$ cat config.mk
export PLATFORM = sky130hd
export DESIGN_NAME = constant_alpha_pixel_blend_core
export DESIGN_NICKNAME = d
export VERILOG_FILES = /design/src/hw/rtl/cab_pkg.sv /design/src/hw/rtl/cab_regs.sv /design/src/hw/rtl/cab_blend.sv /design/src/hw/rtl/constant_alpha_pixel_blend_core.sv
export SDC_FILE = /design/constraint.sdc
export NUM_CORES = 2
export LEC_CHECK = 0
export ABC_AREA = 1
export BUFFER_PORTS_ARGS = -buffer_cell sky130_fd_sc_hd__buf_2
export CAP_MARGIN = 25
export CORE_MARGIN = 2
export CORE_UTILIZATION = 49
export DETAILED_ROUTE_END_ITERATION = 8
export PLACE_DENSITY = 0.77
export SYNTH_ARGS = -nofsm -noshare
export SYNTH_HDL_FRONTEND = slang
export SYNTH_SLANG_ARGS = --single-unit
$ cat constraint.sdc
create_clock -name clk -period 6.62 [get_ports clk]
set_input_delay 1.324 -clock clk [delete_from_list [all_inputs] [get_ports clk]]
set_output_delay 1.324 -clock clk [all_outputs]
set_load 0.03 [all_outputs]
$ cat src/hw/rtl/cab_pkg.sv
// ----------------------------------------------------------------------------
// cab_pkg: shared types and constants for the constant-alpha pixel blend
// Pixel formats, register map, beat payload structs and config struct.
// ----------------------------------------------------------------------------
package cab_pkg;

  // Pixel format codes (pixel_format register)
  typedef enum logic [1:0] {
    FMT_RGB565   = 2'd0,
    FMT_RGBA5551 = 2'd1,
    FMT_RGBA4444 = 2'd2,
    FMT_RGBA8888 = 2'd3
  } pix_fmt_t;

  // Register map: byte address 4*i, index taken from paddr[2]
  localparam int unsigned ADDR_W = 3;
  typedef enum logic {
    REG_PIXEL_FORMAT = 1'b0,
    REG_BLEND_ALPHA  = 1'b1
  } reg_idx_t;

  // Reset values
  localparam pix_fmt_t   FMT_RESET   = FMT_RGBA8888;
  localparam logic [7:0] ALPHA_RESET = 8'hFF;

  // Alpha codes with special meaning
  localparam logic [7:0] ALPHA_COPY = 8'hFF;
  localparam logic [7:0] ALPHA_NONE = 8'h00;

  // Reciprocal of 15 for sums up to 225: q = (x * 137) >> 11
  localparam logic [7:0] RECIP15     = 8'd137;
  localparam int unsigned RECIP15_SH = 11;

  typedef struct packed {
    pix_fmt_t   pixel_format;
    logic [7:0] blend_alpha;
  } cab_cfg_t;

  typedef struct packed {
    logic [31:0] source_pixel;
    logic [31:0] dest_pixel;
  } pix_in_t;

  typedef struct packed {
    logic [31:0] blended_pixel;
    logic        write_enable;
  } pix_out_t;

endpackage

$ cat src/hw/rtl/cab_regs.sv
// ----------------------------------------------------------------------------
// cab_regs: configuration registers behind an APB-style port
// Holds pixel_format and blend_alpha; writes on the access phase.
// ----------------------------------------------------------------------------
module cab_regs (
  input  logic                          clk,
  input  logic                          rst,
  input  logic                          psel,
  input  logic                          penable,
  input  logic                          pwrite,
  input  logic [cab_pkg::ADDR_W-1:0]    paddr,
  input  logic [31:0]                   pwdata,
  output logic [31:0]                   prdata,
  output logic                          pready,
  output cab_pkg::cab_cfg_t             cfg
);
  import cab_pkg::*;

  logic     wr_en;
  reg_idx_t idx;

  assign pready = 1'b1;
  assign wr_en  = psel && penable && pwrite;
  assign idx    = reg_idx_t'(paddr[2]);

  // register write
  always_ff @(posedge clk) begin
    if (rst) begin
      cfg.pixel_format <= FMT_RESET;
      cfg.blend_alpha  <= ALPHA_RESET;
    end else if (wr_en) begin
      unique case (idx)
        REG_PIXEL_FORMAT: cfg.pixel_format <= pix_fmt_t'(pwdata[1:0]);
        REG_BLEND_ALPHA:  cfg.blend_alpha  <= pwdata[7:0];
        default: ;
      endcase
    end
  end

  // read mux
  always_comb begin
    unique case (idx)
      REG_PIXEL_FORMAT: prdata = {30'd0, cfg.pixel_format};
      REG_BLEND_ALPHA:  prdata = {24'd0, cfg.blend_alpha};
      default:          prdata = 32'd0;
    endcase
  end

endmodule

$ cat src/hw/rtl/cab_blend.sv
// ----------------------------------------------------------------------------
// cab_blend: per-pixel blend datapath
// Channel weights for 565/5551/4444/8888, transparency test and alpha
// special cases; purely combinational between the pipeline registers.
// ----------------------------------------------------------------------------
module cab_blend (
  input  cab_pkg::cab_cfg_t cfg,
  input  cab_pkg::pix_in_t  item,
  output cab_pkg::pix_out_t result
);
  import cab_pkg::*;

  logic [31:0] s, d;
  logic [7:0]  a;

  assign s = item.source_pixel;
  assign d = item.dest_pixel;
  assign a = cfg.blend_alpha;

  // ---------------- rgb565 ----------------
  logic [5:0]  w6;
  logic [6:0]  v6;
  logic [4:0]  w5;
  logic [5:0]  v5;
  logic [9:0]  r565_sum, b565_sum;
  logic [11:0] g565_sum;
  logic [15:0] pix565;

  assign w6 = a[7:2];
  assign v6 = 7'd64 - {1'b0, w6};
  assign w5 = w6[5:1];
  assign v5 = v6[6:1];

  assign r565_sum = {5'd0, s[15:11]} * {4'd0, v5} + {5'd0, d[15:11]} * {5'd0, w5};
  assign g565_sum = {6'd0, s[10:5]} * {5'd0, v6} + {6'd0, d[10:5]} * {6'd0, w6};
  assign b565_sum = {5'd0, s[4:0]} * {4'd0, v5} + {5'd0, d[4:0]} * {5'd0, w5};
  assign pix565   = {r565_sum[9:5], g565_sum[11:6], b565_sum[9:5]};

  // ---------------- rgba5551 ----------------
  logic [4:0]  w51;
  logic [5:0]  v51;
  logic [9:0]  r51_sum, g51_sum, b51_sum;
  logic        a51;
  logic [15:0] pix5551;

  assign w51 = a[7:3];
  assign v51 = 6'd32 - {1'b0, w51};

  assign r51_sum = {5'd0, s[15:11]} * {4'd0, v51} + {5'd0, d[15:11]} * {5'd0, w51};
  assign g51_sum = {5'd0, s[10:6]}  * {4'd0, v51} + {5'd0, d[10:6]}  * {5'd0, w51};
  assign b51_sum = {5'd0, s[5:1]}   * {4'd0, v51} + {5'd0, d[5:1]}   * {5'd0, w51};
  // heavy destination weight keeps the destination's alpha bit
  assign a51     = w51[4] ? d[0] : s[0];
  assign pix5551 = {r51_sum[9:5], g51_sum[9:5], b51_sum[9:5], a51};

  // ---------------- rgba4444 ----------------
  logic [3:0]  w44;
  logic [3:0]  v44;
  logic [15:0] pix4444;

  assign w44 = a[7:4];
  assign v44 = 4'd15 - w44;

  // four independent nibble lanes, divide by 15 through reciprocal
  for (genvar k = 0; k < 4; k++) begin : g_lane44
    logic [7:0]  sum;
    logic [15:0] prod;
    assign sum  = {4'd0, s[4*k +: 4]} * {4'd0, v44} + {4'd0, d[4*k +: 4]} * {4'd0, w44};
    assign prod = {8'd0, sum} * {8'd0, RECIP15};
    assign pix4444[4*k +: 4] = prod[RECIP15_SH +: 4];
  end

  // ---------------- rgba8888 ----------------
  logic [7:0]  v88;
  logic [31:0] pix8888;

  assign v88 = 8'd255 - a;

  for (genvar k = 0; k < 4; k++) begin : g_lane88
    logic [15:0] sum;
    assign sum = {8'd0, s[8*k +: 8]} * {8'd0, v88} + {8'd0, d[8*k +: 8]} * {8'd0, a};
    assign pix8888[8*k +: 8] = sum[15:8];
  end

  // ---------------- result select ----------------
  always_comb begin
    result.blended_pixel = 32'd0;
    result.write_enable  = 1'b0;
    if (a == ALPHA_COPY) begin
      // plain copy, even for a transparent source
      result.write_enable = 1'b1;
      if (cfg.pixel_format == FMT_RGBA8888) begin
        result.blended_pixel = s;
      end else begin
        result.blended_pixel = {16'd0, s[15:0]};
      end
    end else if (a != ALPHA_NONE) begin
      unique case (cfg.pixel_format)
        FMT_RGB565: begin
          result.blended_pixel = {16'd0, pix565};
          result.write_enable  = 1'b1;
        end
        FMT_RGBA5551: begin
          if (s[0]) begin
            result.blended_pixel = {16'd0, pix5551};
            result.write_enable  = 1'b1;
          end
        end
        FMT_RGBA4444: begin
          if (s[3:0] != 4'd0) begin
            result.blended_pixel = {16'd0, pix4444};
            result.write_enable  = 1'b1;
          end
        end
        FMT_RGBA8888: begin
          if (s[31:24] != 8'd0) begin
            result.blended_pixel = pix8888;
            result.write_enable  = 1'b1;
          end
        end
        default: ;
      endcase
    end
  end

endmodule

$ cat src/hw/rtl/constant_alpha_pixel_blend_core.sv
// Path: an accepted input beat is held in the input register, then blended into
// the result register, where result_valid rises.
// Throughput: one pixel per cycle without result stalls; the blend sits between
// the input and result registers, so both sides may stall independently.
// Reset: rst clears both pipeline valids and sets pixel_format to rgba8888
// and blend_alpha to 255 (plain copy).
// ----------------------------------------------------------------------------
// constant_alpha_pixel_blend_core: constant-alpha pixel blend top level
// Input register, blend datapath, result register and APB config block.
// ----------------------------------------------------------------------------
module constant_alpha_pixel_blend_core (
  input  logic                          clk,
  input  logic                          rst,
  // configuration port
  input  logic                          psel,
  input  logic                          penable,
  input  logic                          pwrite,
  input  logic [cab_pkg::ADDR_W-1:0]    paddr,
  input  logic [31:0]                   pwdata,
  output logic [31:0]                   prdata,
  output logic                          pready,
  // pixel input
  input  logic                          item_valid,
  output logic                          item_ready,
  input  cab_pkg::pix_in_t              item,
  // blend result
  output logic                          result_valid,
  input  logic                          result_ready,
  output cab_pkg::pix_out_t             result
);
  import cab_pkg::*;

  cab_cfg_t cfg;
  pix_in_t  stage_item;
  logic     stage_valid;
  logic     stage_advance;
  pix_out_t blend_out;

  cab_regs u_regs (
    .clk     (clk),
    .rst     (rst),
    .psel    (psel),
    .penable (penable),
    .pwrite  (pwrite),
    .paddr   (paddr),
    .pwdata  (pwdata),
    .prdata  (prdata),
    .pready  (pready),
    .cfg     (cfg)
  );

  // stage moves on when the result register is empty or being drained
  assign stage_advance = stage_valid && (!result_valid || result_ready);
  assign item_ready    = !stage_valid || stage_advance;

  // input register
  always_ff @(posedge clk) begin
    if (rst) begin
      stage_valid <= 1'b0;
    end else if (item_ready) begin
      stage_valid <= item_valid;
    end
  end

  always_ff @(posedge clk) begin
    if (item_valid && item_ready) begin
      stage_item <= item;
    end
  end

  cab_blend u_blend (
    .cfg    (cfg),
    .item   (stage_item),
    .result (blend_out)
  );

  // result register
  always_ff @(posedge clk) begin
    if (rst) begin
      result_valid <= 1'b0;
    end else if (stage_advance) begin
      result_valid <= 1'b1;
    end else if (result_ready) begin
      result_valid <= 1'b0;
    end
  end

  always_ff @(posedge clk) begin
    if (stage_advance) begin
      result <= blend_out;
    end
  end

  // ---------------- assertions ----------------
  a_advance_fills: assert property (@(posedge clk) disable iff (rst)
    stage_advance |=> result_valid)
    else $error("result register not loaded after stage advance");

  a_empty_stage_ready: assert property (@(posedge clk) disable iff (rst)
    !stage_valid |-> item_ready)
    else $error("empty input stage refuses a beat");

  a_no_write_zero: assert property (@(posedge clk) disable iff (rst)
    (result_valid && !result.write_enable) |-> (result.blended_pixel == 32'd0))
    else $error("skipped write carries nonzero pixel");

  a_reset_clears: assert property (@(posedge clk)
    $past(rst) |-> (!result_valid && !stage_valid))
    else $error("pipeline valid set after reset");

endmodule

==> flow_summary.json <==
{
  "synth_edf_count": 97,
  "critPathRequiredTime_ps": 6760,
  "vias_per_cell": 5.21,
  "hp-class": "reg -> reg",
  "port_buffers": 122,
  "p_clk_frac": 0.037,
  "p_sw_frac": 0.586,
  "drt-total-wl_mm": 102,
  "place.gp.congestion": 0.966,
  "p_total_uw": 15800,
  "dieArea_mm2": 0.0773,
  "clk_latency_ps": 430,
  "first_global_vias": 31300,
  "cp_max_fo": 7,
  "cp-end-kind": "register",
  "initial_core_util": 0.495,
  "path_delay_family": "adder cells",
  "io_pins": 174,
  "rows": 100,
  "critPathKind": "reg -> reg",
  "p_int_uw": 6550,
  "post-synth-top-count-cell": "inv_1",
  "postSynthAreaPerCell_um2": 7.88,
  "crit_arrival_ps": 6500,
  "use_met2": 0.469,
  "route.detailed.drc": 0,
  "cts_sinks": 109,
  "fill_cells": 6888,
  "place_ws_ps": 212,
  "cts.clk_slew.worst_paths_ps": 100,
  "status": "finished, final reports clean",
  "hpwl_mm": 85.9,
  "cts-root-buf": "clkbuf_16",
  "final_hold_viol_count": 0,
  "fp.dieH_um": 278,
  "cp_num_buf_inv": 5,
  "p_leak_uw": 0.0228,
  "fin_nets": 6078,
  "netlist_instances": 4667,
  "die_w_um": 278,
  "min-delay-start": "stage_valid",
  "combinationalPowerShare": 0.901,
  "ys_ff_latch": 109,
  "antenna_found_initial": 2,
  "setup_viol": 0,
  "start_kind": "register",
  "initialDrtViolationCount": 2377,
  "hold_depth": 2,
  "synth.largest_area_cell": "fa_1",
  "grt_setup_unrepaired": "yes",
  "maxCapViolCount": 0,
  "p_sw_uw": 9260,
  "synth_area_mm2": 0.0368,
  "postRouteAntennaNets": 0,
  "gr-usage-met1": 0.343,
  "worst_hold_slack_ps": 570,
  "fin_crit_sh": 0.959,
  "cts_tree": "yes",
  "yosysWarningCount": 0,
  "antenna_cells": 0,
  "grt.busiest_layer": "met2",
  "area_delta_synth_final_pct": 6.62,
  "clock-skew-final_ps": 23.5,
  "ctsHtreeMaxLevel": 3,
  "synth_area_leaders": "fa_1, ha_1, inv_1",
  "irDropWorstVdd_v": 0.000428,
  "power_density_mw_per_mm2": 403,
  "first_pass_iters": 8,
  "p_seq_frac": 0.062,
  "grt_max_degree": 62,
  "critPathSlowestCell": "fa_1",
  "slew_headroom": 0.318,
  "r2r_start": "u_regs.cfg[6]",
  "gr-usage-met3": 0.0399,
  "drv_slew": 0,
  "yosysTopAreaCellShare": 0.337,
  "crit_path_max_incr_delay_ps": 560,
  "grt_pass1_wl_mm": 164,
  "core_mm2": 0.0743,
  "vias": 30000,
  "r2r_setup_slack_ps": 270,
  "track_usage": 0.274,
  "numCtsBuffers": 9,
  "worst_slack_ps": 269,
  "seq_area_frac_synth": 0.0857,
  "cts_hold_buf": 0,
  "synthTopCellsByCount": "inv_1, nand2_1, fa_1, ha_1, nor2_1",
  "synthArstFlopShare": 0,
  "max_slew.worst_pin.slew_ps": 1020,
  "clock_path_buffers": 2,
  "min_to": "result_valid",
  "fmax_mhz": 157,
  "r2r-end": "result[1]",
  "wl_per_cell_um": 17.7,
  "dp.cells": 5726,
  "ys.flop_type": "edfxtp_1",
  "ff2ff_path_depth": 25,
  "fin_crit_ps": 6350,
  "ys_types": 53,
  "cpMostUsedCell": "ha_1",
  "tns_ps": 0,
  "grt_overflow": 0,
  "drive_above_1_share": 0.0650,
  "stdcell_count": 5756
}
## worst max-delay path by stage
stage / startpoint / endpoint / slack [ps] / depth (start not counted)
floorplan: u_regs.cfg[6] / result[4] / 170 / 30
global placement: u_regs.cfg[6] / result[16] / 270 / 33
detailed placement: u_regs.cfg[6] / result[8] / 210 / 30
CTS: u_regs.cfg[6] / result[1] / 160 / 25
global route: u_regs.cfg[6] / result[16] / -2 / 29
finish: u_regs.cfg[6] / result[1] / 270 / 25
## routing by layer
layer | vias to the layer above | share of wire
li1 | 14000 | -
met1 | 14500 | 0.39
met2 | 1256 | 0.48
met3 | 275 | 0.083
met4 | 0 | 0.053
met5 | - | 0
## cells by family after synthesis
kind of cell,count (synthesis),synth area share
other,2,0.000204
buffers and inverters,1487,0.156
and+or+nand+nor,1540,0.169
AOI/OAI and AO/OA,269,0.0410
xor gates and xnor gates,70,0.0167
DFF,109,0.0857
adders and majority gates,1190,0.531
## worst reg2reg max path: stages (launching register included)
cell	delay, ps
dfxtp_4	470
buf_4	160
nand2_1	60
fa_1	540
inv_1	80
fa_1	500
fa_1	560
inv_1	60
fa_1	530
inv_1	40
ha_1	360
a21oi_1	220
nand2_1	90
xnor2_1	130
inv_1	100
ha_1	310
ha_1	300
ha_1	300
ha_1	330
a21oi_1	200
o21a_1	150
nand3b_1	80
nand3_1	200
nand3_1	120
nand3_1	70
o21ai_0	120
## layout make-up
class                      instances  area (um2)  share of cell area
inverter                        1331        5010               0.128
tap                              969        1210              0.0309
clock inverter                     5        35.0            0.000893
multi-input combinational       3094       28000               0.715
timing repair buffer             237        1510              0.0386
sequential                       109        3170              0.0809
clock buffer                      11         243             0.00619
## power groups by stage
stage / Clock, uW / Sequential (uW) / Combinational [uW]
2_1_floorplan: 0 / 1060 / 10400
3_3_place_gp: 0 / 1000 / 13600
4_1_cts: 611 / 984 / 14100
5_1_grt: 625 / 987 / 16300
3_5_place_dp: 0 / 998 / 13900
6_report: 592 / 979 / 14200
## per-stage QoR
| step | utilization | cell area [um2] |
|---|---|---|
| final | 0.528 | 39200 |
| after detailed placement | 0.521 | 38700 |
| after CTS | 0.525 | 39000 |
| after global routing | 0.528 | 39200 |
| after global placement | 0.521 | 38700 |
| after floorplan | - | 36900 |
## timing repair
item | CTS | global route
resized for setup | 0 | 23
buffers inserted | 0 | 14
setup endpoints to repair | 0 | 14
## cells in the final DEF, fill, tap and decap left out, types with 7 or more instances in the layout
cell type	instances
inv_1	1311
nand2_1	974
fa_1	618
ha_1	569
nor2_1	346
nand3_1	139
a21oi_1	126
buf_2	123
buf_4	110
edfxtp_1	97
o21ai_0	69
xor2_1	43
nand4_1	26
xnor2_1	25
conb_1	25
nor3_1	14
inv_2	12
nand3b_1	12
o21bai_1	11
a21o_1	9
clkbuf_16	9
o21ai_1	8
a31oi_1	8
o22ai_1	7
nor2_2	7
o21a_1	7
## registers in the layout, summed over array words and instances (netlist names)
signal / cells
stage_item: 64
result: 33
u_regs.cfg: 10
result_valid: 1
stage_valid: 1
No activity file was read; power rests on OpenSTA's default activity.
